===== src/rtl/cch_pkg.sv =====
// shared types, widths and constants of the calibrated compass heading block
`default_nettype none

package cch_pkg;

  localparam int unsigned MAG_W     = 16;
  localparam int unsigned OFS_W     = 17;
  localparam int unsigned SCL_W     = 16;
  localparam int unsigned DIFF_W    = 19;
  localparam int unsigned PROD_W    = 36;
  localparam int unsigned FRAC_W    = 16;
  localparam int unsigned VEC_W     = 53;
  localparam int unsigned ANG_W     = 26;
  localparam int unsigned HEAD_W    = 15;
  localparam int unsigned CFG_IDX_W = 2;
  localparam int unsigned ATAN_LEN  = 24;
  localparam int unsigned ROUND_SH  = 10;

  localparam logic signed [ANG_W-1:0] DEG180    = ANG_W'(180 * 65536);
  localparam logic signed [ANG_W-1:0] DEG360    = ANG_W'(360 * 65536);
  localparam logic signed [ANG_W-1:0] ROUND_ADD = ANG_W'(512);
  localparam logic [HEAD_W:0]         FULL_TURN = (HEAD_W + 1)'(23040);

  localparam logic signed [OFS_W-1:0] BIAS_X_RST  = -17'sd3805;
  localparam logic signed [OFS_W-1:0] BIAS_Y_RST  = -17'sd1743;
  localparam logic [SCL_W-1:0]        SCALE_X_RST = 16'd32768;
  localparam logic [SCL_W-1:0]        SCALE_Y_RST = 16'd31794;

  typedef enum logic [CFG_IDX_W-1:0] {
    REG_BIAS_X  = 2'd0,
    REG_BIAS_Y  = 2'd1,
    REG_SCALE_X = 2'd2,
    REG_SCALE_Y = 2'd3
  } cch_reg_e;

  // calibration register set
  typedef struct packed {
    logic signed [OFS_W-1:0] bias_x;
    logic signed [OFS_W-1:0] bias_y;
    logic [SCL_W-1:0]        scale_x;
    logic [SCL_W-1:0]        scale_y;
  } cch_cal_t;

  // vector handed from cell to cell
  typedef struct packed {
    logic signed [VEC_W-1:0] x;
    logic signed [VEC_W-1:0] y;
    logic signed [ANG_W-1:0] z;
    logic                    zero;
  } cch_vec_t;

  // atan(2^-i) in 2^-16 degree units, rounded to nearest
  function automatic logic signed [ANG_W-1:0] cch_atan(input int unsigned i);
    logic signed [ANG_W-1:0] a;
    case (i)
      0:       a = ANG_W'(2949120);
      1:       a = ANG_W'(1740967);
      2:       a = ANG_W'(919879);
      3:       a = ANG_W'(466945);
      4:       a = ANG_W'(234379);
      5:       a = ANG_W'(117304);
      6:       a = ANG_W'(58666);
      7:       a = ANG_W'(29335);
      8:       a = ANG_W'(14668);
      9:       a = ANG_W'(7334);
      10:      a = ANG_W'(3667);
      11:      a = ANG_W'(1833);
      12:      a = ANG_W'(917);
      13:      a = ANG_W'(458);
      14:      a = ANG_W'(229);
      15:      a = ANG_W'(115);
      16:      a = ANG_W'(57);
      17:      a = ANG_W'(29);
      18:      a = ANG_W'(14);
      19:      a = ANG_W'(7);
      20:      a = ANG_W'(4);
      21:      a = ANG_W'(2);
      22:      a = ANG_W'(1);
      default: a = '0;
    endcase
    return a;
  endfunction

endpackage

`default_nettype wire


===== src/rtl/cch_calib.sv =====
// calibration multiply and half-plane pre-rotation, two pipeline registers
`default_nettype none

module cch_calib (
  input  wire logic                              clk_i,
  input  wire logic                              rst_ni,
  input  wire cch_pkg::cch_cal_t                 cal_i,
  input  wire logic                              valid_i,
  output logic                                   ready_o,
  input  wire logic signed [cch_pkg::MAG_W-1:0]  mag_x_i,
  input  wire logic signed [cch_pkg::MAG_W-1:0]  mag_y_i,
  output logic                                   valid_o,
  input  wire logic                              ready_i,
  output cch_pkg::cch_vec_t                      vec_o
);
  import cch_pkg::*;

  logic                     v1_q, v2_q;
  logic                     rdy1, rdy2;
  logic signed [DIFF_W-1:0] dx, dy;
  logic signed [PROD_W-1:0] px_d, py_d, px_q, py_q;
  logic signed [VEC_W-1:0]  xw, yw;
  cch_vec_t                 vec_d, vec_q;

  assign rdy2    = !v2_q || ready_i;
  assign rdy1    = !v1_q || rdy2;
  assign ready_o = rdy1;
  assign valid_o = v2_q;
  assign vec_o   = vec_q;

  // offset in half-lsb units, so the raw sample is doubled
  always_comb begin
    dx   = (DIFF_W'(mag_x_i) <<< 1) - DIFF_W'(cal_i.bias_x);
    dy   = (DIFF_W'(mag_y_i) <<< 1) - DIFF_W'(cal_i.bias_y);
    px_d = PROD_W'(dx) * PROD_W'($signed({1'b0, cal_i.scale_x}));
    py_d = PROD_W'(dy) * PROD_W'($signed({1'b0, cal_i.scale_y}));
  end

  always_comb begin
    xw         = VEC_W'(px_q) <<< FRAC_W;
    yw         = VEC_W'(py_q) <<< FRAC_W;
    vec_d.zero = (px_q == '0) && (py_q == '0);
    if (xw < 0) begin
      vec_d.x = -xw;
      vec_d.y = -yw;
      vec_d.z = DEG180;
    end else begin
      vec_d.x = xw;
      vec_d.y = yw;
      vec_d.z = '0;
    end
  end

  always_ff @(posedge clk_i or negedge rst_ni) begin
    if (!rst_ni) begin
      v1_q <= 1'b0;
      v2_q <= 1'b0;
    end else begin
      if (rdy1) v1_q <= valid_i;
      if (rdy2) v2_q <= v1_q;
    end
  end

  always_ff @(posedge clk_i) begin
    if (rdy1 && valid_i) begin
      px_q <= px_d;
      py_q <= py_d;
    end
    if (rdy2 && v1_q) vec_q <= vec_d;
  end

endmodule

`default_nettype wire


===== config.mk =====
export PLATFORM = sky130hd
export DESIGN_NAME = cch_calib
export DESIGN_NICKNAME = d
export VERILOG_FILES = /design/src/rtl/cch_pkg.sv /design/src/rtl/cch_calib.sv
export SDC_FILE = /design/constraint.sdc
export NUM_CORES = 2
export LEC_CHECK = 0
export BUFFER_PORTS_ARGS = -buffer_cell sky130_fd_sc_hd__buf_2
export CORE_MARGIN = 3
export CORE_UTILIZATION = 45
export DETAILED_ROUTE_END_ITERATION = 10
export GPL_ROUTABILITY_DRIVEN = 1
export GPL_TIMING_DRIVEN = 0
export SLEW_MARGIN = 20
export SYNTH_ARGS = -nofsm -noshare
export SYNTH_HDL_FRONTEND = slang
export SYNTH_SLANG_ARGS = --single-unit

===== constraint.sdc =====
create_clock -name clk_i -period 2.85 [get_ports clk_i]
set_clock_uncertainty 0.2 [all_clocks]
set_input_delay 0.285 -clock clk_i [delete_from_list [all_inputs] [get_ports clk_i]]
set_output_delay 0.285 -clock clk_i [all_outputs]
set_load 0.02 [all_outputs]

; ---- Word level (Yosys, flattened, before mapping)
; Index checks and enable logic that the tools add are counted.
[totals]
reg_bits = 205
output_inout_bits = 135
wordCells = 27
[op_classes]
addsub = 4
mul = 2
magnitude_cmp = 1
n_mux = 1
reduce_logical = 9
[op_table]
columns = op, n
row1 = 132-bit two-way mux, 1
row2 = 51-bit negation with 53-bit output, 2
row3 = 36-bit logical NOT, 2
row4 = 18-bit by 17-bit multiplier with 35-bit output, 2
row5 = 51-bit by 1-bit < comparator with 1-bit output (second input constant), 1
row6 = 17-bit by 17-bit subtractor with 18-bit output, 2
row7 = 1-bit logical AND, 3
row8 = 1-bit logical NOT, 2
row9 = 1-bit logical OR, 2

; ---- Longest topological paths before layout
[logic_depth]
word_depth = 4
depth_mapped = 33
depth_no_buf = 31

; ---- Least setup slack after synthesis
; OpenSTA, ideal clock, no wires.
[synth_path]
path_type = in2reg
startpoint = input cal_i[50] (netlist bit)
endpoint = register px_q[32] (data pin)
setup_time_ps = 261
arrival_time_ps = 7746
required_time_ps = 2389
path_slack_ps = -5357
path_stages = 29
path_buffers = 1
path_cell_list = inv_1 ha_1 nor2b_1 o21ai_0 a21boi_1 o41a_1 o211ai_1 nand2_1 o311ai_1 clkbuf_1 nand2_1 fa_1 fa_1 fa_1 inv_1 fa_1 fa_1 inv_1 fa_1 inv_1 ha_1 a21o_1 a21oi_1 o22ai_1 nor3_1 o21ai_0 a221oi_1 nor3_1 a311o_1
[synth_via]
elab_chain_cells = 2
[synth_rtl]
columns = element, line_no
row1 = start: declaration, cch_calib.sv:7  ; input wire cch_pkg::cch_cal_t cal_i,
row2 = 17-bit by 17-bit subtractor with 18-bit output, cch_calib.sv:33  ; dx = (DIFF_W'(mag_x_i) <<< 1) - DIFF_W'(cal_i.bias_x);
row3 = 18-bit by 17-bit multiplier with 35-bit output, cch_calib.sv:35  ; px_d = PROD_W'(dx) * PROD_W'($signed({1'b0, cal_i.scale_x}));
row4 = net px_d[32], cch_calib.sv:21  ; logic signed [PROD_W-1:0] px_d, py_d, px_q, py_q;
row5 = end signal: assignment, cch_calib.sv:66  ; px_q <= px_d;
row6 = end: declaration, cch_calib.sv:21
; The timed path passes the listed nets, and every way through them passes these cells.
; A chain may end at the register's enable or synchronous reset.

; ---- Worst setup path after layout
; Ends and elaborated chain as after synthesis.

==> results_dict.tcl <==
set metrics [dict create \
    relSlewSlack_pct 34.7 \
    detailed_place_hpwl_mm 68.5 \
    antenna_found_initial 2 \
    clk_latency_ns 0.42 \
    final_common_cell "inv_1" \
    clockBufferDepth 2 \
    crit_path_max_incr_delay_ns 0.51 \
    synthArstFlopShare_pct 1.35 \
    path_clk_slew_ns 0.06 \
    status "finished, violations left" \
    synth_mux_area_share_pct 1.15 \
    wl_per_cell_um 18.0 \
    worst_pin_slew_ns 0.966 \
    synth_top_cell_by_area "fa_1" \
    gp_congestion 0.900 \
    yosys_warnings 0 \
    synthDistinctLibCells 72 \
    synth_area_leaders "fa_1, edfxtp_1, inv_1" \
    synth_top_family_by_area "adder cells" \
    htree_num_levels 4 \
    ys_ff_latch 148 \
    final-setup-viol-count 81 \
    worstSetupEndpointType "flip-flop" \
    ys_seq_area_share_pct 14.0 \
    initial_core_util_pct 45.8 \
    synth_top_area_share_pct 36.5 \
    die_y_um 271 \
    via_count 24604 \
    numPortBuffers 174 \
    viasPerCell 5.11 \
    max_freq_ghz 0.130 \
    hp-start "cal_i[49]" \
    synth_cells 3422 \
    r2r-end "vec_o[127]" \
    grt_max_degree 42 \
    fin_tns_setup_ns -231.97 \
    synthesis.area_um2 31600 \
    stdcell_area_um2 39900 \
    yosys.area_share.simple_pct 15.5 \
    synthAdderAreaFrac_pct 45.2 \
    period_share_pct 271 \
    path_class "in2reg" \
    most-common-layout-cells "inv_1, fa_1, nand2_1" \
    ant_nets 0 \
    grt_pass1_wl_mm 136 \
    critical_path_required_ns 2.79 \
    post-route-util_pct 57.7 \
    period_needed_ns 7.72 \
    avgSynthCellArea_um2 9.24 \
    remaining_drc_errors 0 \
    path_max_fanout 4 \
    synthXorXnorAreaFrac_pct 4.49 \
    finalWirelength_mm 86.4 \
    rsz0062_at_grt "true" \
    drive_gt1_share_pct 26.2 \
    track_usage_pct 23.4 \
    hold_ws_ns 0.0777 \
    rr_worst_depth 8 \
    cts_root_buffer "clkbuf_16" \
    coreArea_um2 69100 \
    crit_arrival_ns 7.66 \
    synth_flop_cell "edfxtp_1" \
    crit_slowest_cell "fa_1" \
    finalWorstSetupSlack_ns -4.87 \
    die_w_um 271 \
    drtIter0Drc 1712 \
    path_common_cell "fa_1" \
    synth_edf_count 146 \
    cap_violations 0 \
    fill_cells 6062 \
    ff2ff_setup_slack_ns -0.28 \
    hold_path.class "in2reg" \
    dr.pass1.iters 5 \
    fp-row-count 96 \
    cts_num_sinks 148 \
    cts_tree "built" \
    dieArea_um2 73500 \
    synth-compound-area-share_pct 7.27 \
    numCtsBuffers 17 \
    start_kind "input port" \
    min_to "px_q[0]" \
    final_nets 4761 \
    postPlaceCellArea_um2 35300 \
    hold_viol 0 \
    grt_pass1_vias 24562 \
    violations "negative setup slack" \
    syn_to_final_growth_pct 26.2 \
    grt.overflow.total 0 \
    io_pins 237 \
    hold_depth 2 \
    drv_slew 0 \
    r2r-start "px_q[10]" \
]
## synthesized netlist by cell type (21+ instances only)
| cell | instances |
|---|---|
| o21ai_0 | 56 |
| xnor2_1 | 140 |
| xor2_1 | 22 |
| nor3_1 | 36 |
| inv_1 | 770 |
| mux2_2 | 26 |
| buf_4 | 57 |
| nor2_1 | 76 |
| nor2b_1 | 46 |
| clkbuf_1 | 141 |
| nand2_1 | 384 |
| fa_1 | 576 |
| nand3_1 | 63 |
| nand2b_1 | 56 |
| a211oi_1 | 21 |
| ha_1 | 214 |
| o31ai_1 | 24 |
| a21o_1 | 36 |
| and3_1 | 29 |
| a21oi_1 | 53 |
| edfxtp_1 | 146 |
| and2_1 | 205 |
## how the worst max path moves through the flow
stage,cells after the start,startpoint,to
floorplan,29,cal_i[32],py_q[34]
global placement,31,cal_i[50],px_q[34]
detailed placement,31,cal_i[50],px_q[34]
CTS,31,mag_y_i[0],py_q[34]
global route,31,cal_i[50],px_q[32]
finish,31,cal_i[50],px_q[32]
## logic make-up (layout without fill, tap and decap cells)
group,Yosys count,count (layout)
AOI/OAI and AO/OA,330,330
DFF,148,148
adders and majority gates,799,799
muxes,33,33
xor gates and xnor gates,162,162
other,1,57
and+or+nand+nor,973,973
buffers and inverters,976,1381
## critical path, delay by kind of cell
family / cells / cell delay, ns
fa+ha+maj: 8 / 3.45
xor+xnor: 1 / 0.20
compound gates: 11 / 2.71
simple gates: 4 / 0.54
buf+inv: 7 / 0.46
## metrics by stage
step,std cells,worst slack (ns)
finish,4814,-4.87
global route,4813,-5.02
CTS,4715,-4.75
detailed placement,4584,-6.53
global placement,4582,-6.42
floorplan,3477,-4.66
## sequential cells by signal, summed over array words and instances, names as in the netlist
name,flops
px_q,35
vec_o,76
py_q,35
valid_o,1
v1_q,1
## what timing repair did
item / CTS / global route
hold buffers: 5 / 0
buffers inserted: 96 / 104
endpoints found under the hold margin: 4 / 0
endpoints found under the setup margin: 85 / 84
resized for setup: 290 / 262
gates cloned: 1 / 0
pin swaps: 146 / 165
## area by class of cell
cell class / count / area, um2 / area share (%)
clock buffer: 20 / 447 / 1.12
clock inverter: 12 / 131 / 0.329
sequential: 148 / 4430 / 11.1
multi-input combinational: 2353 / 26600 / 66.7
tap: 931 / 1160 / 2.92
antenna: 1 / 2.50 / 0.00627
buffer: 199 / 1370 / 3.44
inverter: 770 / 2950 / 7.39
timing repair buffer: 380 / 2760 / 6.93
## per-layer routing
metal	up-vias	GRT usage, %	wire length (um)
met5	-	0	0
met4	0	3.61	1160
met3	80	2.97	6320
met2	826	36.5	38500
met1	12303	35.6	40500
li1	11395	-	-
Power is not shown: default switching activity piles up to over one toggle a cycle in this logic, so the estimate is an artifact.
