**config.mk**
```make
export PLATFORM = sky130hd
export DESIGN_NAME = cch_wrap
export DESIGN_NICKNAME = d
export VERILOG_FILES = /design/src/rtl/cch_pkg.sv /design/src/rtl/cch_wrap.sv
export SDC_FILE = /design/constraint.sdc
export NUM_CORES = 1
export LEC_CHECK = 0
export ABC_CLOCK_PERIOD_IN_PS = 1500
export BUFFER_PORTS_ARGS = -buffer_cell sky130_fd_sc_hd__buf_2
export CAP_MARGIN = 40
export CORE_MARGIN = 10
export CORE_UTILIZATION = 23
export CTS_BUF_LIST = sky130_fd_sc_hd__clkbuf_4
export CTS_CLUSTER_DIAMETER = 200
export DETAILED_ROUTE_END_ITERATION = 10
export PLACE_DENSITY = 0.55
export SYNTH_ARGS = -nofsm -noshare
export SYNTH_HDL_FRONTEND = slang
export SYNTH_SLANG_ARGS = --single-unit
export TNS_END_PERCENT = 100
```
**constraint.sdc**
```tcl
create_clock -name clk_i -period 1.5 [get_ports clk_i]
set_input_delay 0.15 -clock clk_i [delete_from_list [all_inputs] [get_ports clk_i]]
set_output_delay 0.15 -clock clk_i [all_outputs]
set_load 0.005 [all_outputs]
```
**src/rtl/cch_pkg.sv**
```systemverilog
// shared types, widths and constants of the calibrated compass heading block
`default_nettype none

package cch_pkg;

  localparam int unsigned MAG_W     = 16;
  localparam int unsigned OFS_W     = 17;
  localparam int unsigned SCL_W     = 16;
  localparam int unsigned DIFF_W    = 19;
  localparam int unsigned PROD_W    = 36;
  localparam int unsigned FRAC_W    = 16;
  localparam int unsigned VEC_W     = 53;
  localparam int unsigned ANG_W     = 26;
  localparam int unsigned HEAD_W    = 15;
  localparam int unsigned CFG_IDX_W = 2;
  localparam int unsigned ATAN_LEN  = 24;
  localparam int unsigned ROUND_SH  = 10;

  localparam logic signed [ANG_W-1:0] DEG180    = ANG_W'(180 * 65536);
  localparam logic signed [ANG_W-1:0] DEG360    = ANG_W'(360 * 65536);
  localparam logic signed [ANG_W-1:0] ROUND_ADD = ANG_W'(512);
  localparam logic [HEAD_W:0]         FULL_TURN = (HEAD_W + 1)'(23040);

  localparam logic signed [OFS_W-1:0] BIAS_X_RST  = -17'sd3805;
  localparam logic signed [OFS_W-1:0] BIAS_Y_RST  = -17'sd1743;
  localparam logic [SCL_W-1:0]        SCALE_X_RST = 16'd32768;
  localparam logic [SCL_W-1:0]        SCALE_Y_RST = 16'd31794;

  typedef enum logic [CFG_IDX_W-1:0] {
    REG_BIAS_X  = 2'd0,
    REG_BIAS_Y  = 2'd1,
    REG_SCALE_X = 2'd2,
    REG_SCALE_Y = 2'd3
  } cch_reg_e;

  // calibration register set
  typedef struct packed {
    logic signed [OFS_W-1:0] bias_x;
    logic signed [OFS_W-1:0] bias_y;
    logic [SCL_W-1:0]        scale_x;
    logic [SCL_W-1:0]        scale_y;
  } cch_cal_t;

  // vector handed from cell to cell
  typedef struct packed {
    logic signed [VEC_W-1:0] x;
    logic signed [VEC_W-1:0] y;
    logic signed [ANG_W-1:0] z;
    logic                    zero;
  } cch_vec_t;

  // atan(2^-i) in 2^-16 degree units, rounded to nearest
  function automatic logic signed [ANG_W-1:0] cch_atan(input int unsigned i);
    logic signed [ANG_W-1:0] a;
    case (i)
      0:       a = ANG_W'(2949120);
      1:       a = ANG_W'(1740967);
      2:       a = ANG_W'(919879);
      3:       a = ANG_W'(466945);
      4:       a = ANG_W'(234379);
      5:       a = ANG_W'(117304);
      6:       a = ANG_W'(58666);
      7:       a = ANG_W'(29335);
      8:       a = ANG_W'(14668);
      9:       a = ANG_W'(7334);
      10:      a = ANG_W'(3667);
      11:      a = ANG_W'(1833);
      12:      a = ANG_W'(917);
      13:      a = ANG_W'(458);
      14:      a = ANG_W'(229);
      15:      a = ANG_W'(115);
      16:      a = ANG_W'(57);
      17:      a = ANG_W'(29);
      18:      a = ANG_W'(14);
      19:      a = ANG_W'(7);
      20:      a = ANG_W'(4);
      21:      a = ANG_W'(2);
      22:      a = ANG_W'(1);
      default: a = '0;
    endcase
    return a;
  endfunction

endpackage

`default_nettype wire

```
**src/rtl/cch_wrap.sv**
```systemverilog
// angle wrap into one turn, rounding to 1/64 degree, output register
`default_nettype none

module cch_wrap (
  input  wire logic                       clk_i,
  input  wire logic                       rst_ni,
  input  wire logic                       valid_i,
  output logic                            ready_o,
  input  wire cch_pkg::cch_vec_t          vec_i,
  output logic                            valid_o,
  input  wire logic                       ready_i,
  output logic [cch_pkg::HEAD_W-1:0]      heading_o
);
  import cch_pkg::*;

  logic                    valid_q;
  logic                    rdy;
  logic signed [ANG_W-1:0] zw, zr;
  logic [HEAD_W:0]         h;
  logic [HEAD_W-1:0]       head_d, head_q;

  assign rdy       = !valid_q || ready_i;
  assign ready_o   = rdy;
  assign valid_o   = valid_q;
  assign heading_o = head_q;

  always_comb begin
    if (vec_i.z < 0) begin
      zw = vec_i.z + DEG360;
    end else if (vec_i.z >= DEG360) begin
      zw = vec_i.z - DEG360;
    end else begin
      zw = vec_i.z;
    end
    zr = zw + ROUND_ADD;
    h  = zr[ROUND_SH +: HEAD_W + 1];
    if (vec_i.zero || h >= FULL_TURN) begin
      head_d = '0;
    end else begin
      head_d = h[HEAD_W-1:0];
    end
  end

  always_ff @(posedge clk_i or negedge rst_ni) begin
    if (!rst_ni) begin
      valid_q <= 1'b0;
    end else if (rdy) begin
      valid_q <= valid_i;
    end
  end

  always_ff @(posedge clk_i) begin
    if (rdy && valid_i) head_q <= head_d;
  end

endmodule

`default_nettype wire

```
# Yosys cells after proc, flatten, opt, wreduce, memory -nomap -nowiden
# Cells that the tools add are included.
[op_classes]
n_reduce_logical = 4
n_lt_le_gt_ge = 3
add_sub_neg = 3
mux = 2
[op_table]
columns = ["cell", "n"]
rows = [
  ["26-bit two-way mux", 2],
  ["26-bit by 11-bit adder with 26-bit output (second input constant)", 1],
  ["26-bit adder (second input constant)", 1],
  ["26-bit greater-or-equal comparator (second input constant)", 1],
  ["26-bit by 1-bit < comparator with 1-bit output (second input constant)", 1],
  ["26-bit subtractor (second input constant)", 1],
  ["16-bit by 15-bit greater-or-equal comparator with 1-bit output (second input constant)", 1],
  ["1-bit logical OR", 2],
  ["1-bit logical AND", 1],
  ["1-bit logical NOT", 1],
]
[word_totals]
out_inout_bits = 17
ff_bits = 16
in_bits = 137
elab_cells = 14

# Longest topological paths before layout
[depth]
depth_word = 6
depth_mapped = 10
ltp_nobuf = 9

# Worst setup path after synthesis
# OpenSTA, ideal clock, no wires.
[synth_timing]
path_kind = "input to register"
from = "input vec_i[20] (netlist bit)"
to = "register head_q[10], in the netlist heading_o[10] (data pin)"
slack_ps = -862
required_time_ps = 1237
setup_ps = 263
n_path_buf = 1
cell_stages = 9
arrival_ps = 2099
path_cell_list = "inv_1 -> ha_1 -> o311ai_1 -> o211ai_2 -> nor4_1 -> a22oi_1 -> o22ai_2 -> buf_6 -> nor3_2"
[synth_between]
elab_chain_cells = 6
word_cells_on_any_way = 9
classes_between = "add/sub: 3; order compare: 3; mux: 2; reduce/logical: 1"
[synth_rtl]
columns = ["item", "line", "text"]
rows = [
  ["from (decl)", "cch_wrap.sv:9", "input wire cch_pkg::cch_vec_t vec_i,"],
  ["26-bit subtractor / 26-bit greater-or-equal comparator (equally long branches)", "cch_wrap.sv:31, cch_wrap.sv:30", ""],
  ["26-bit two-way mux", "cch_wrap.sv:30", "end else if (vec_i.z >= DEG360) begin"],
  ["26-bit two-way mux (*)", "cch_wrap.sv:28", "if (vec_i.z < 0) begin"],
  ["26-bit by 11-bit adder with 26-bit output (*)", "cch_wrap.sv:35", "zr = zw + ROUND_ADD;"],
  ["16-bit by 15-bit greater-or-equal comparator with 1-bit output", "cch_wrap.sv:37", "if (vec_i.zero || h >= FULL_TURN) begin"],
  ["1-bit logical OR", "cch_wrap.sv:37", ""],
  ["to (signal assigned)", "cch_wrap.sv:53", "if (rdy && valid_i) head_q <= head_d;"],
  ["to (decl)", "cch_wrap.sv:20", "logic [HEAD_W-1:0] head_d, head_q;"],
]
# Every way passes the cells marked *; elsewhere a longest branch is shown, timed or not.
# A chain may end at the register's enable or synchronous reset.

# Final worst setup path
[layout_timing]
from = "input vec_i[21] (netlist bit)"
to = "register head_q[10], in the netlist heading_o[10] (data pin)"
# The elaborated chain is that of the path after synthesis.

==> results.py <==
metrics = {
    "logic_synthesis": {
        "synth-edff-count": 15,
        "synth.cell_area_um2": 1400,
        "synth-main-ff-cell": "edfxtp_1",
        "ys_seq_elements": 16,
        "synth_fp_nets": 279,
        "synth_cell_types": 49,
        "ys_seq_area_frac": 0.340,
        "avgSynthCellArea_um2": 10.1,
        "syn_inst": 139,
        "async_flop_share": 0.0625,
        "yosysWarnings": 0,
    },
    "worst_hold_path": {
        "hold_class": "in2reg",
        "holdPathStages": 2,
        "min_to": "valid_o$_DFFE_PN0N_",
        "hp-start": "valid_i",
    },
    "critical_path": {
        "slowest_stage": "mux2_4",
        "critPathLaunchType": "input pin",
        "reg2reg_to": "heading_o[12]$_SDFFCE_PP0P_",
        "worstPathRequired_ns": 1.54,
        "crit_path_cell_trace": "buf_8 -> buf_6 -> a21o_1 -> xor2_1 -> mux2_4 -> buf_6 -> a311oi_4 -> a22oi_2 -> o22ai_4 -> clkbuf_16 -> nor3_4",
        "arrival_ns": 2.07,
        "cp_max_fo": 7,
        "crit_path_end_kind": "register",
        "reg2reg_slack_ns": 0.36,
        "r2r-start": "valid_o$_DFFE_PN0N_",
        "cp_common_cell": "buf_6",
        "crit_start": "vec_i[21]",
        "crit_family": "compound AO/OA/AOI/OAI gates",
        "r2r_cells": 3,
        "worst-setup-path-type": "in2reg",
        "max_stage_delay_ns": 0.30,
        "path_buf_inv": 4,
    },
    "layout": {
        "layout_common_cells": "52 x buf_4, 35 x buf_2, 15 x edfxtp_1, 11 x nor3_2",
        "area_growth_pct": 71.6,
        "fillers": 610,
        "antenna_cells": 0,
        "layout.cells.most_common": "buf_4",
        "layout-drive-gt1-share": 0.623,
        "postLayoutCellArea_um2": 2400,
        "final_nets": 377,
        "instances_no_fill": 311,
    },
    "clock_network": {
        "root_buffer": "clkbuf_4",
        "clk_latency_ns": 0.29,
        "cts-buffers-inserted": 3,
        "cts_max_path_buffers": 2,
        "cts_tree": "done",
        "h-tree-depth": 1,
        "cts.sinks": 16,
        "path_clk_slew_ns": 0.09,
    },
    "power": {
        "p_leak_nw": 0.986,
        "comb_power_share": 0.461,
        "p_switching_mw": 0.447,
        "internal-power_mw": 0.964,
        "clock_power_share": 0.162,
        "p_per_area_nw_per_um2": 587,
        "power.sequential.fraction": 0.377,
        "power_mw": 1.41,
        "swShare": 0.317,
        "ir_worst_vdd_uv": 284,
    },
    "floorplanning": {
        "core_um2": 5920,
        "die_y_um": 98.0,
        "row_count": 28,
        "dieArea_um2": 9610,
        "start_util": 0.236,
        "die_x_um": 98.0,
        "io_pins": 154,
    },
    "place": {
        "placed_area_um2": 2080,
        "hpwl_um": 3110,
        "gp_congestion": 0.790,
        "dp_slack_ns": -0.910,
        "place.port_buffers": 38,
        "placedCellCount": 299,
    },
    "detailed_routing": {
        "via_per_inst": 4.48,
        "drtIter0Drc": 48,
        "dr.pass1.iters": 4,
        "drc": 0,
        "wl_per_cell_um": 12.9,
        "via_count": 1393,
        "ant_nets": 0,
        "wirelength_um": 4000,
    },
    "sta": {
        "period_share": 1.35,
        "fin_crit_ns": 2.03,
        "drv_slew": 0,
        "max_slew_margin": 0.749,
        "fin_skew_ns": 0.00732,
        "hold_violations": 0,
        "setup_slack_ns": -0.531,
        "max_slew.worst_pin.slew_ns": 0.372,
        "timing.fmax_ghz": 0.492,
        "setup_violations": 15,
        "rsz0062_at_grt": "true",
    },
    "global_route": {
        "antenna_found_initial": 0,
        "grt_pass1_wl_um": 6800,
        "grt_pass1_vias": 1437,
        "grt_max_degree": 16,
        "grt_use_met2": 0.144,
        "globalRouteMet1Util": 0.0950,
        "grtUsageMet3": 0.0169,
        "grtUsageTotal": 0.0820,
        "gr-total-overflow": 0,
        "busiest_layer": "met2",
    },
    "status": {
        "outcome": "finished, violations left",
        "violations": "setup timing",
    },
    "run": {
        "cap_violations": 0,
    },
}
[cell families (layout without fill, tap and decap cells)]
| kind of cell | count (synthesis) | in the layout | share of synthesized area |
|---|---|---|---|
| AO/OA/AOI/OAI | 31 | 31 | 0.184 |
| XOR/XNOR | 16 | 16 | 0.100 |
| adder cells (fa/ha/maj) | 3 | 3 | 0.0268 |
| buffers and inverters | 14 | 111 | 0.0679 |
| flip-flops | 16 | 16 | 0.340 |
| multiplexers | 2 | 2 | 0.0152 |
| AND/OR/NAND/NOR | 57 | 57 | 0.266 |
[worst max-delay path by stage]
stage,endpoint,slack [ns],depth (start not counted)
final,heading_o[10]$_SDFFCE_PP0P_,-0.53,11
after detailed placement,heading_o[2]$_SDFFCE_PP0P_,-0.91,11
after global placement,heading_o[0]$_SDFFCE_PP0P_,-0.87,10
after global routing,heading_o[11]$_SDFFCE_PP0P_,-0.58,11
after CTS,heading_o[14]$_SDFFCE_PP0P_,-0.52,10
after floorplan,heading_o[13]$_SDFFCE_PP0P_,-0.65,9
[final cells by class]
type / instances / area [µm²] / area share
Multi-Input combinational cell: 109 / 1020 / 0.427
Sequential cell: 16 / 475 / 0.198
Tap cell: 75 / 93.8 / 0.0391
Timing Repair Buffer: 100 / 751 / 0.313
Clock inverter: 1 / 3.75 / 0.00156
Inverter: 7 / 31.3 / 0.0130
Clock buffer: 3 / 22.5 / 0.00938
[power by group through the flow]
stage	sequential [mW]	combinational, mW	clock [mW]
6_report	0.533	0.650	0.228
5_1_grt	0.535	0.707	0.262
4_1_cts	0.533	0.617	0.236
3_5_place_dp	0.544	0.507	0
3_3_place_gp	0.543	0.501	0
2_1_floorplan	0.549	0.269	0
[registers in the layout, indices dropped and copies added (netlist names)]
register and count:
valid_o 1, heading_o 15
[cell usage after synthesis, types with 3 or more instances]
master	number	area, µm²
nand3_1	4	20.0
ha_1	3	37.5
o21ai_0	4	20.0
xor2_1	7	61.3
nor2_1	9	33.8
nand2_1	6	22.5
a21o_1	4	30.0
nand4_1	4	25.0
nand2b_1	3	18.8
xnor2_1	9	78.8
edfxtp_1	15	450
buf_6	5	56.3
nor3_2	11	110
nor3_1	6	30.0
inv_1	7	26.3
[through the flow]
step | hold WS, ns | setup TNS [ns] | util
after global placement | -0.0751 | -12.92 | 0.351
after floorplan | -0.146 | -9.26 | -
final | 0.0527 | -7.55 | 0.406
after detailed placement | -0.0722 | -13.49 | 0.351
after CTS | 0.0492 | -7.11 | 0.391
after global routing | 0.0506 | -8.34 | 0.406
[metal layers]
metal	routed length, µm	share of wire	up-vias
met3	216	0.054	2
met1	1690	0.42	639
met4	29	0.0073	0
li1	-	-	719
met2	2060	0.51	33
met5	0	0	-
[timing repair]
item,4_1_cts,5_1_grt
pin swaps,9,4
hold buffers,1,0
cloned,1,0
resized for setup,30,17
hold endpoints to repair,1,0
setup buffers,5,1
setup endpoints to repair,15,15
Power figures use the tool's default switching activity.
