## src/rtl/cch_pkg.sv

```systemverilog
// shared types, widths and constants of the calibrated compass heading block
`default_nettype none

package cch_pkg;

  localparam int unsigned MAG_W     = 16;
  localparam int unsigned OFS_W     = 17;
  localparam int unsigned SCL_W     = 16;
  localparam int unsigned DIFF_W    = 19;
  localparam int unsigned PROD_W    = 36;
  localparam int unsigned FRAC_W    = 16;
  localparam int unsigned VEC_W     = 53;
  localparam int unsigned ANG_W     = 26;
  localparam int unsigned HEAD_W    = 15;
  localparam int unsigned CFG_IDX_W = 2;
  localparam int unsigned ATAN_LEN  = 24;
  localparam int unsigned ROUND_SH  = 10;

  localparam logic signed [ANG_W-1:0] DEG180    = ANG_W'(180 * 65536);
  localparam logic signed [ANG_W-1:0] DEG360    = ANG_W'(360 * 65536);
  localparam logic signed [ANG_W-1:0] ROUND_ADD = ANG_W'(512);
  localparam logic [HEAD_W:0]         FULL_TURN = (HEAD_W + 1)'(23040);

  localparam logic signed [OFS_W-1:0] BIAS_X_RST  = -17'sd3805;
  localparam logic signed [OFS_W-1:0] BIAS_Y_RST  = -17'sd1743;
  localparam logic [SCL_W-1:0]        SCALE_X_RST = 16'd32768;
  localparam logic [SCL_W-1:0]        SCALE_Y_RST = 16'd31794;

  typedef enum logic [CFG_IDX_W-1:0] {
    REG_BIAS_X  = 2'd0,
    REG_BIAS_Y  = 2'd1,
    REG_SCALE_X = 2'd2,
    REG_SCALE_Y = 2'd3
  } cch_reg_e;

  // calibration register set
  typedef struct packed {
    logic signed [OFS_W-1:0] bias_x;
    logic signed [OFS_W-1:0] bias_y;
    logic [SCL_W-1:0]        scale_x;
    logic [SCL_W-1:0]        scale_y;
  } cch_cal_t;

  // vector handed from cell to cell
  typedef struct packed {
    logic signed [VEC_W-1:0] x;
    logic signed [VEC_W-1:0] y;
    logic signed [ANG_W-1:0] z;
    logic                    zero;
  } cch_vec_t;

  // atan(2^-i) in 2^-16 degree units, rounded to nearest
  function automatic logic signed [ANG_W-1:0] cch_atan(input int unsigned i);
    logic signed [ANG_W-1:0] a;
    case (i)
      0:       a = ANG_W'(2949120);
      1:       a = ANG_W'(1740967);
      2:       a = ANG_W'(919879);
      3:       a = ANG_W'(466945);
      4:       a = ANG_W'(234379);
      5:       a = ANG_W'(117304);
      6:       a = ANG_W'(58666);
      7:       a = ANG_W'(29335);
      8:       a = ANG_W'(14668);
      9:       a = ANG_W'(7334);
      10:      a = ANG_W'(3667);
      11:      a = ANG_W'(1833);
      12:      a = ANG_W'(917);
      13:      a = ANG_W'(458);
      14:      a = ANG_W'(229);
      15:      a = ANG_W'(115);
      16:      a = ANG_W'(57);
      17:      a = ANG_W'(29);
      18:      a = ANG_W'(14);
      19:      a = ANG_W'(7);
      20:      a = ANG_W'(4);
      21:      a = ANG_W'(2);
      22:      a = ANG_W'(1);
      default: a = '0;
    endcase
    return a;
  endfunction

endpackage

`default_nettype wire

```

## src/rtl/cch_cordic_cell.sv

```systemverilog
// one vectoring cordic cell with its own pipeline register
`default_nettype none

module cch_cordic_cell #(
  parameter int unsigned SHIFT = 0
) (
  input  wire logic              clk_i,
  input  wire logic              rst_ni,
  input  wire logic              valid_i,
  output logic                   ready_o,
  input  wire cch_pkg::cch_vec_t vec_i,
  output logic                   valid_o,
  input  wire logic              ready_i,
  output cch_pkg::cch_vec_t      vec_o
);
  import cch_pkg::*;

  localparam logic signed [ANG_W-1:0] ATAN = cch_atan(SHIFT);

  logic                    valid_q;
  logic                    rdy;
  logic signed [VEC_W-1:0] xs, ys;
  cch_vec_t                vec_d, vec_q;

  assign rdy     = !valid_q || ready_i;
  assign ready_o = rdy;
  assign valid_o = valid_q;
  assign vec_o   = vec_q;

  always_comb begin
    xs         = vec_i.x >>> SHIFT;
    ys         = vec_i.y >>> SHIFT;
    vec_d.zero = vec_i.zero;
    // rotate toward y = 0, zero y takes the positive branch
    if (!vec_i.y[VEC_W-1]) begin
      vec_d.x = vec_i.x + ys;
      vec_d.y = vec_i.y - xs;
      vec_d.z = vec_i.z + ATAN;
    end else begin
      vec_d.x = vec_i.x - ys;
      vec_d.y = vec_i.y + xs;
      vec_d.z = vec_i.z - ATAN;
    end
  end

  always_ff @(posedge clk_i or negedge rst_ni) begin
    if (!rst_ni) begin
      valid_q <= 1'b0;
    end else if (rdy) begin
      valid_q <= valid_i;
    end
  end

  always_ff @(posedge clk_i) begin
    if (rdy && valid_i) vec_q <= vec_d;
  end

endmodule

`default_nettype wire

```

## config.mk

```make
export PLATFORM = sky130hd
export DESIGN_NAME = cch_cordic_cell
export DESIGN_NICKNAME = d
export VERILOG_FILES = /design/src/rtl/cch_pkg.sv /design/src/rtl/cch_cordic_cell.sv
export SDC_FILE = /design/constraint.sdc
export NUM_CORES = 1
export LEC_CHECK = 0
export ABC_AREA = 1
export BUFFER_PORTS_ARGS = -buffer_cell sky130_fd_sc_hd__buf_2
export CAP_MARGIN = 0
export CORE_ASPECT_RATIO = 1.4
export CORE_MARGIN = 2
export CORE_UTILIZATION = 44
export DETAILED_ROUTE_END_ITERATION = 7
export PLACE_DENSITY = 0.63
export SYNTH_ARGS = -nofsm -noshare
export SYNTH_HDL_FRONTEND = slang
export SYNTH_SLANG_ARGS = --single-unit
```

## constraint.sdc

```tcl
create_clock -name clk_i -period 10.4 [get_ports clk_i]
set_input_delay 1.04 -clock clk_i [delete_from_list [all_inputs] [get_ports clk_i]]
set_output_delay 1.04 -clock clk_i [all_outputs]
set_load 0.01 [all_outputs]
```

Word level (Yosys, flattened, before mapping)
Index checks and enable logic that the tools add are counted.
- add/subtract/negate cells: 5
- multiply operators: 0
- divide/modulo/power cells: 0
- $lt $le $gt $ge: 0
- eq/ne operators: 0
- shifts and indexed selects: 0
- muxes and demuxes: 1
- bitwise gates (word level): 0
- reductions and logical operators: 3
- operator list (kind ; number):
    132-bit 2-to-1 mux ; 1
    53-bit subtractor ; 2
    53-bit adder ; 1
    26-bit by 23-bit adder with 26-bit output (second input constant) ; 1
    26-bit by 23-bit subtractor with 26-bit output (second input constant) ; 1
    1-bit logical AND ; 1
    1-bit logical NOT ; 1
    1-bit logical OR ; 1
- register bits after elaboration: 134
- latch bits: 0
- RAM bits: 0
- bits in read-only memories: 0
- input bits: 137
- output and inout bits: 135
- memories kept: 0

Longest topological paths before layout
Gate-level depths: netlist of the first run.
- word-level depth: 3
- gate-level depth with buffers: 18
- depth with buffers taken out: 17

Least setup slack after synthesis of the first run
OpenSTA, ideal clock, no wires.
- kind: input -> register
- from: input valid_i
- to: register vec_q (netlist bit vec_o[0]), enable pin
- setup time: 0.667 ns
- arrival: 7.436 ns
- data required time: 9.733 ns
- slack: 2.297 ns
- stages: 2
- buffers on the path: 0
- path through: inv_1 a21oi_1
- longest elaborated chain between the ends: 1
- ends and longest elaborated chain (what ; line ; text):
    from (decl) ; cch_cordic_cell.sv:9 ; input wire logic valid_i,
    1-bit logical AND ; cch_cordic_cell.sv:55 ; if (rdy && valid_i) vec_q <= vec_d;
    to (signal assigned) ; cch_cordic_cell.sv:55 ;
    to (decl) ; cch_cordic_cell.sv:23 ; cch_vec_t vec_d, vec_q;
Every way passes these cells.
A chain may end at the register's enable or synchronous reset.

==> summary.txt, run 1 <==
Status: completed
Synth area leaders: edfxtp_1 (21%), nand2_1 (20%), ha_1 (12%)
Final hold violation count: 0
Routed Antenna Nets: 0
Slowest cell on the critical path: clkinv_2
RSZ-0062 raised after global routing: no
Seq/Total Area, Yosys: 21.5%
DRC violations left: 0
WL per Instance: 20.5 um
Worst skew pair latency: 0.46 ns
Synth cell count leaders: nand2_1 (1001), inv_1 (556), nand3_1 (252)
Mux cell area share after synthesis: 0.0539%
Routability cong.: 1.03
Clock transition at the registers of the reported paths: 0.07 ns
Largest stage delay, worst path: 0.65 ns
Register Area: 0.00399 sq mm
Max-Cap Viols: 0
Peak VDD IR: 75.1 uV
Crit-path most repeated cell: nand2_1
Worst setup SP type: primary input
CP Data Required Time: 10.61 ns
Sum of buffers and inverters on the critical path: 2
Flops & latches, synth: 133
Post-layout min period: 3.48 ns
Max H-tree Level: 4
Clock root cell: clkbuf_16
Post-synthesis xor/xnor area fraction: 1.79%
P_leak: 11.4 nW
Crit path kind: primary input to flop
Simple-gate share of the synthesized area: 37.8%
Fin crit share: 33.5%
Share of cells above drive strength 1: 14.0%
Cell Chain, Critical Path: buf_4 > clkinv_2 > ha_1 > nand2_1 > o21ai_0 > nand2_1 > nand2_1 > nand2_1 > nand2_1 > nand2_1 > nand2_1 > a21oi_1 > xor2_1
Synthesis Warnings: 0
Adder-Cell Fraction of Synth Area: 12.6%
Total global-route track usage: 35.3%
# IOs: 272
Post-Syn Instances: 3053
Mapped Area: 0.0186 sq mm
PD cells: 113 mW/mm^2
Wire length of the first global-routing pass: 114000 um
Initial core utilization: 44.3%
Synth Flop Type: edfxtp_1
Worst setup EP type: flop
Number of synthesized flops with an enable pin: 132
Iter 0 DRT Violations: 1809
Total grt overflow: 0
Mean post-synth cell area: 6.08 sq um
# nets final: 3597
Post-route cell area: 0.0208 sq mm
Number of global-route vias before repair: 19461
DR vias: 20498
Wirelength, routed: 78600 um
CTS tree: yes
Initial antenna violation count: 1
Achievable Freq: 287 MHz
Overall die width: 178 um
Fillcell total: 4570
Critical path arrival: 3.69 ns
Asr flop ratio synth: 0.752%
Area share of the largest cell type after synthesis: 21.4%
Slew at the pin closest to its max-slew limit: 0.956 ns
Num Clock Sinks: 133
PortBufs: 271
Final Setup Violations: 0
Die area: 0.0439 sq mm
Yosys top cell by area: edfxtp_1
Setup TNS: 0 ns
Pin count of the biggest net entering global routing: 79
Crit-path max FO: 39
Core ar.: 0.0419 sq mm
Final Slew Violations: 0
Vias/cell: 5.34
Largest family of logic cells by synthesized area: simple AND/OR/NAND/NOR gates
Max clock buf depth: 2
Post-DP Area: 0.0202 sq mm
Library cells used by synthesis: 46
Number of diodes: 0
CTS buffer count: 17
Die height: 247 um
Max-slew headroom: 36.3%
Row Count: 89
Area occupied by multi-input gates: 0.0119 sq mm
Clock skew: 0.0102 ns
Most frequent cell after synthesis: nand2_1
CTS resizes: 0
Post CTS Setup Buffer Count: 0
Class of the worst hold path: primary input to async pin
Synth Area in Compound Gates: 12.0%
# hold bufs at CTS: 0
P&R area growth vs syn: 12.0%
Detailed Place HPWL: 67000 um
DRT Pass-1 Iters: 6
Post-synth net total: 3374
CP delay by family, top: buffers and inverters
-- registers in the layout, summed over array words and instances (netlist names) --
register and flops:
valid_o 1, vec_o 132
-- cells by family (layout without fill, tap and decap cells) --
group	Yosys count	count (layout)
xor gates and xnor gates	38	38
buffers and inverters	660	896
AOI/OAI and AO/OA	398	398
adders and majority gates	184	184
muxes	1	1
and+or+nand+nor	1639	1639
DFF	133	133
-- report_power, final --
part / switching, mW / total, mW / internal [mW]
sequential: 0.0120 / 0.675 / 0.663
clock: 0.319 / 0.640 / 0.321
combinational: 0.741 / 1.04 / 0.301
total: 1.07 / 2.36 / 1.29
-- cells in the final DEF (no fill, tap or decap), drive strengths merged, types with 2 or more instances in the layout --
cell type / instances
a21o: 3
a21oi: 193
and2: 9
buf: 277
clkbuf: 17
clkinv: 5
clkinvlp: 3
edfxtp: 132
fa: 4
ha: 180
inv: 594
nand2: 1025
nand3: 256
nand3b: 3
nand4: 46
nor2: 259
nor3: 32
nor4: 2
o211ai: 12
o21a: 2
o21ai: 140
o21bai: 31
o22ai: 15
or2: 7
xnor2: 2
xor2: 36
-- layer usage --
layer	vias up	GRT usage [%]	part of all wire, %
li1	10056	-	-
met5	-	0	0
met4	0	25.0	7.7
met1	9272	39.8	38
met3	224	4.64	6.5
met2	946	61.0	48
-- through the flow --
step	std cells	total power, mW	utilization (%)	hold slack [ns]	setup slack, ns
4_1_cts	3835	2.35	49.6	0.323	6.94
2_1_floorplan	3053	1.35	-	0.609	2.30
5_1_grt	3835	2.48	49.6	0.331	6.72
3_5_place_dp	3803	1.71	48.2	0.566	6.45
3_3_place_gp	3803	1.70	48.2	0.553	6.54
6_report	3835	2.36	49.6	0.335	6.92
-- final cells by class --
cell class / instances / area share, %
Timing Repair Buffer: 277 / 6.76
Sequential cell: 133 / 19.2
Multi-Input combinational cell: 2260 / 57.3
Tap cell: 546 / 3.29
Clock buffer: 17 / 2.05
Inverter: 587 / 10.6
Clock inverter: 15 / 0.759
-- path summary, 6_finish.rpt --
| path | slack (ns) | start | cells after the start | endpoint |
|---|---|---|---|---|
| min reg2reg | 0.58 | valid_o$_DFFE_PN0N_ | 2 | valid_o$_DFFE_PN0N_ |
| max reg2reg | 7.81 | valid_o$_DFFE_PN0N_ | 3 | vec_o[119]$_DFFE_PP_ |
| max in group asynchronous | 9.98 | rst_ni | 1 | valid_o$_DFFE_PN0N_ |
| min in group clk_i | 0.58 | valid_o$_DFFE_PN0N_ | 2 | valid_o$_DFFE_PN0N_ |
| max | 6.92 | vec_i[79] | 13 | vec_o[25]$_DFFE_PP_ |
| min | 0.34 | rst_ni | 1 | valid_o$_DFFE_PN0N_ |
Power figures use the tool's default switching activity.
==> inputs of run 2 (changes only) <==
Settings changed: PLACE_DENSITY 0.63 to 0.66.
Clock period 10.4 ns to 2.8 ns, I/O delays scaled along.
==> summary.txt, run 2 (same netlist as run 1, synthesis figures left out) <==
Status: completed
Vias/cell: 5.34
Core ar.: 0.0419 sq mm
Share of cells above drive strength 1: 19.0%
Max-slew headroom: 27.7%
Overall die width: 178 um
Routability cong.: 1.06
Final hold violation count: 0
Worst setup SP type: primary input
# nets final: 3823
# hold bufs at CTS: 17
Initial antenna violation count: 2
Cell Chain, Critical Path: buf_2 > inv_1 > ha_1 > nand2_1 > nand2_1 > a21oi_2 > inv_1 > nand2_1 > nand3_1 > a21oi_1 > nand2_1 > nand3_1 > nand2_1
Critical path arrival: 2.94 ns
PD cells: 415 mW/mm^2
Total grt overflow: 0
Reg2Reg Launch Point: valid_o$_DFFE_PN0N_
Initial core utilization: 44.3%
Routed Antenna Nets: 0
Peak VDD IR: 426 uV
Area occupied by multi-input gates: 0.0119 sq mm
Row Count: 89
Clock skew: 0.00985 ns
Clock transition at the registers of the reported paths: 0.08 ns
RSZ-0062 raised after global routing: no
Iter 0 DRT Violations: 1812
Total global-route track usage: 37.2%
Fin crit share: 97.1%
CTS resizes: 0
Worst setup startpoint: vec_i[29]
P&R area growth vs syn: 22.1%
Worst Hold Launch: vec_i[14]
Max clock buf depth: 2
Slew at the pin closest to its max-slew limit: 1.09 ns
Largest stage delay, worst path: 0.54 ns
Met1 usage: 40.7%
Class of the worst hold path: primary input to flop
Crit-path most repeated cell: nand2_1
Met3 usage: 6.46%
Core Util, Final: 54.1%
Max-Cap Viols: 0
DRC violations left: 0
Wirelength, routed: 82800 um
Worst setup EP type: flop
Met2 Use GR: 63.2%
DR vias: 21676
WL per Instance: 20.4 um
DRT Pass-1 Iters: 5
CTS buffer count: 17
CTS tree: yes
Wire length of the first global-routing pass: 120000 um
Highest-count cells in the layout ignoring fill and taps: nand2_1 (1001), inv_1 (556), buf_2 (270), nand3_1 (252), buf_4 (209)
Pin count of the biggest net entering global routing: 88
Final Slew Violations: 0
Clock root cell: clkbuf_16
Fillcell total: 4297
Worst skew pair latency: 0.46 ns
CP Data Required Time: 3.02 ns
Number of global-route vias before repair: 21025
Grt peak-use layer: met2
P_leak: 12.5 nW
Commonest non-fill, non-tap cell in the layout: nand2_1
Die height: 247 um
Pwr Total: 9.40 mW
Post CTS Setup Buffer Count: 0
Crit-path max FO: 7
Setup TNS: 0 ns
# IOs: 272
Die area: 0.0439 sq mm
Slowest cell on the critical path: a21oi_2
Post-layout min period: 2.72 ns
PortBufs: 271
Number of diodes: 0
Num Clock Sinks: 133
Achievable Freq: 368 MHz
Crit path kind: primary input to flop
Detailed Place HPWL: 70700 um
Max reg flops: 132
Final Setup Violations: 0
Max H-tree Level: 4
Register Area: 0.00399 sq mm
## run 2: power breakdown
part | switching [mW] | total (mW) | internal [mW]
combinational | 2.87 | 4.33 | 1.46
sequential | 0.0546 | 2.52 | 2.46
clock | 1.18 | 2.55 | 1.38
total | 4.10 | 9.40 | 5.30
## run 2: metal layers
metal  vias up  share of wire (%)
li1      10494                  -
met1      9828                 37
met2      1066                 47
met3       284                7.3
met4         4                8.8
met5         -              0.031
## run 2: final timing paths
path / depth (start not counted) / slack, ns / end
max: 13 / 0.08 / vec_o[62]$_DFFE_PP_
min: 1 / 0.03 / vec_o[14]$_DFFE_PP_
max reg2reg: 2 / 0.93 / vec_o[78]$_DFFE_PP_
min reg2reg: 2 / 0.58 / valid_o$_DFFE_PN0N_
max in group asynchronous: 2 / 2.57 / valid_o$_DFFE_PN0N_
min in group asynchronous: 2 / 0.13 / valid_o$_DFFE_PN0N_
## run 2: final cells by class
type	count	area share, %
Clock inverter	15	0.895
Timing Repair Buffer	503	14.3
Clock buffer	17	1.88
Tap cell	546	3.02
Sequential cell	133	17.6
Inverter	587	9.73
Multi-Input combinational cell	2260	52.6
## run 2: stage by stage
| step | instance area, sq um | std cells | hold WS [ns] | worst slack, ns |
|---|---|---|---|---|
| 2_1_floorplan | 18600 | 3053 | -0.0156 | -0.264 |
| 3_3_place_gp | 21900 | 4012 | 0.0560 | -0.0378 |
| 3_5_place_dp | 21900 | 4012 | 0.0594 | 0.00141 |
| 4_1_cts | 22600 | 4061 | 0.0110 | 0.462 |
| 5_1_grt | 22600 | 4061 | 0.0194 | 0.0430 |
| 6_report | 22600 | 4061 | 0.0308 | 0.0804 |
## run 2: critical path, delay by kind of cell
| kind | cells | cell delay (ns) |
|---|---|---|
| adders and majority gates | 1 | 0.39 |
| AOI/OAI and AO/OA | 2 | 0.81 |
| buffers and inverters | 3 | 0.43 |
| and+or+nand+nor | 7 | 1.02 |
==> inputs of run 3 (changes only) <==
Settings changed: PLACE_DENSITY 0.66 to 0.68, SETUP_SLACK_MARGIN set to 0.5.
==> summary.txt, run 3 (same netlist as run 1, synthesis figures left out) <==
Final hold violation count: 0
Largest stage delay, worst path: 0.48 ns
Die height: 247 um
Clk network pwr share: 26.3%
Iter 0 DRT Violations: 2013
Pin count of the biggest net entering global routing: 110
Max clock buf depth: 2
Crit path kind: primary input to flop
Vias/cell: 5.27
Achievable Freq: 453 MHz
Initial core utilization: 44.3%
Slew at the pin closest to its max-slew limit: 0.791 ns
Sum of buffers and inverters on the critical path: 2
CTS buffer count: 17
Total global-route track usage: 31.9%
Highest-count cells in the layout ignoring fill and taps: nand2_1 (1001), inv_1 (556), buf_2 (270), nand3_1 (252), nor2_1 (195)
Clock transition at the registers of the reported paths: 0.07 ns
Critical path arrival: 2.42 ns
Worst setup SP type: primary input
P_leak: 12.1 nW
CTS tree: yes
RSZ-0062 raised after global routing: yes
Overall die width: 178 um
DRC violations left: 0
Slowest cell on the critical path: ha_2
Crit-path most repeated cell: nand2_1
Met1 wire length: 27600 um
WL met3: 5140 um
Max layer used: met4
Routed Antenna Nets: 0
Total grt overflow: 0
DR vias: 21031
Core Util, Final: 53.1%
Share of cells above drive strength 1: 18.6%
Clock skew: 0.0102 ns
Final Setup Violations: 0
Fillcell total: 4411
WL met2: 34100 um
CP delay by family, top: simple AND/OR/NAND/NOR gates
Number of global-route vias before repair: 19439
Clock root cell: clkbuf_16
Worst skew pair latency: 0.46 ns
DRT Pass-1 Iters: 7
WL per Instance: 18.0 um
Sequential power share: 28.0%
Sw power: 3.83 mW
Status: completed
Gate power share: 45.7%
Routability cong.: 1.05
Commonest non-fill, non-tap cell in the layout: nand2_1
Row Count: 89
Crit-path max FO: 10
Peak VDD IR: 454 uV
Die area: 0.0439 sq mm
Fin crit share: 78.8%
Post-layout min period: 2.21 ns
# nets final: 3752
Max-slew headroom: 47.2%
Wirelength, routed: 71700 um
Max reg flops: 132
PortBufs: 271
Max-Cap Viols: 0
Initial antenna violation count: 1
Max H-tree Level: 4
Final Slew Violations: 0
Num Clock Sinks: 133
Wire length of the first global-routing pass: 106000 um
Cell Chain, Critical Path: buf_2 > inv_1 > ha_2 > nand2_1 > nor2_1 > nand2_1 > nor2_2 > nand3_1 > nand3_1 > nor2_1 > nand2_1 > nand2_1 > nand3_1 > nand2_1
Switching share of power: 42.7%
PD cells: 403 mW/mm^2
Class of the worst hold path: primary input to flop
Internal power: 5.14 mW
Worst setup EP type: flop
Detailed Place HPWL: 61100 um
P&R area growth vs syn: 19.7%
# IOs: 272
Setup TNS: 0 ns
Core ar.: 0.0419 sq mm
CP Data Required Time: 3.01 ns
-- run 3: worst reg2reg max path, stage by stage (launching register included) --
cell and delay [ns]:
dfrtp_2 0.43, a21oi_4 0.64, buf_12 0.30
-- run 3: power groups by stage --
| stage | sequential [mW] | clock, mW | combinational [mW] |
|---|---|---|---|
| 6_report | 2.51 | 2.36 | 4.09 |
| 5_1_grt | 2.53 | 2.47 | 4.45 |
| 3_3_place_gp | 2.56 | 0 | 3.92 |
| 2_1_floorplan | 2.66 | 0 | 2.33 |
| 4_1_cts | 2.52 | 2.39 | 3.97 |
| 3_5_place_dp | 2.56 | 0 | 3.93 |
-- run 3: area by class of cell --
cell class                 instances  area [sq um]  share of cell area (%)
multi-input combinational       2260         12000                    54.2
clock inverter                    15           179                   0.805
tap                              546           683                    3.07
sequential                       133          3990                    18.0
inverter                         587          2200                    9.92
clock buffer                      17           425                    1.91
antenna                            2          5.00                  0.0225
timing repair buffer             432          2690                    12.1
-- run 3: metrics by stage --
| stage | cells | hold WS, ns | power (mW) | cell area, sq um | worst slack [ns] |
|---|---|---|---|---|---|
| finish | 3992 | 0.0211 | 8.96 | 22200 | 0.593 |
| global route | 3990 | 0.0180 | 9.46 | 22200 | 0.495 |
| CTS | 3988 | 0.00575 | 8.88 | 22100 | 0.530 |
| detailed placement | 3939 | 0.0559 | 6.49 | 21300 | -0.0178 |
| global placement | 3939 | 0.0542 | 6.48 | 21300 | -0.0469 |
| floorplan | 3053 | -0.0156 | 4.99 | 18600 | -0.264 |
-- run 3: final timing paths --
kind | from | to | slack (ns) | cells after the start
min in group asynchronous | rst_ni | valid_o$_DFFE_PN0N_ | 0.12 | 2
setup reg to reg | valid_o$_DFFE_PN0N_ | vec_o[78]$_DFFE_PP_ | 1.10 | 2
hold reg to reg | valid_o$_DFFE_PN0N_ | valid_o$_DFFE_PN0N_ | 0.55 | 2
max in group asynchronous | rst_ni | valid_o$_DFFE_PN0N_ | 2.59 | 2
hold / removal | vec_i[14] | vec_o[14]$_DFFE_PP_ | 0.02 | 1
setup / recovery | vec_i[57] | vec_o[118]$_DFFE_PP_ | 0.59 | 14
-- run 3: layer usage --
layer  global-route usage, %  vias up
met3                    3.11      230
met1                    37.7     9413
met5                       0        -
met4                    20.1        0
li1                        -    10358
met2                    55.1     1030
-- run 3: timing repair --
action / CTS / global route
hold buffers: 17 / 0
setup endpoints to repair: 3 / 58
hold endpoints to repair: 17 / 0
setup buffers: 0 / 2
pin swaps: 0 / 2
gates resized for setup: 1 / 46
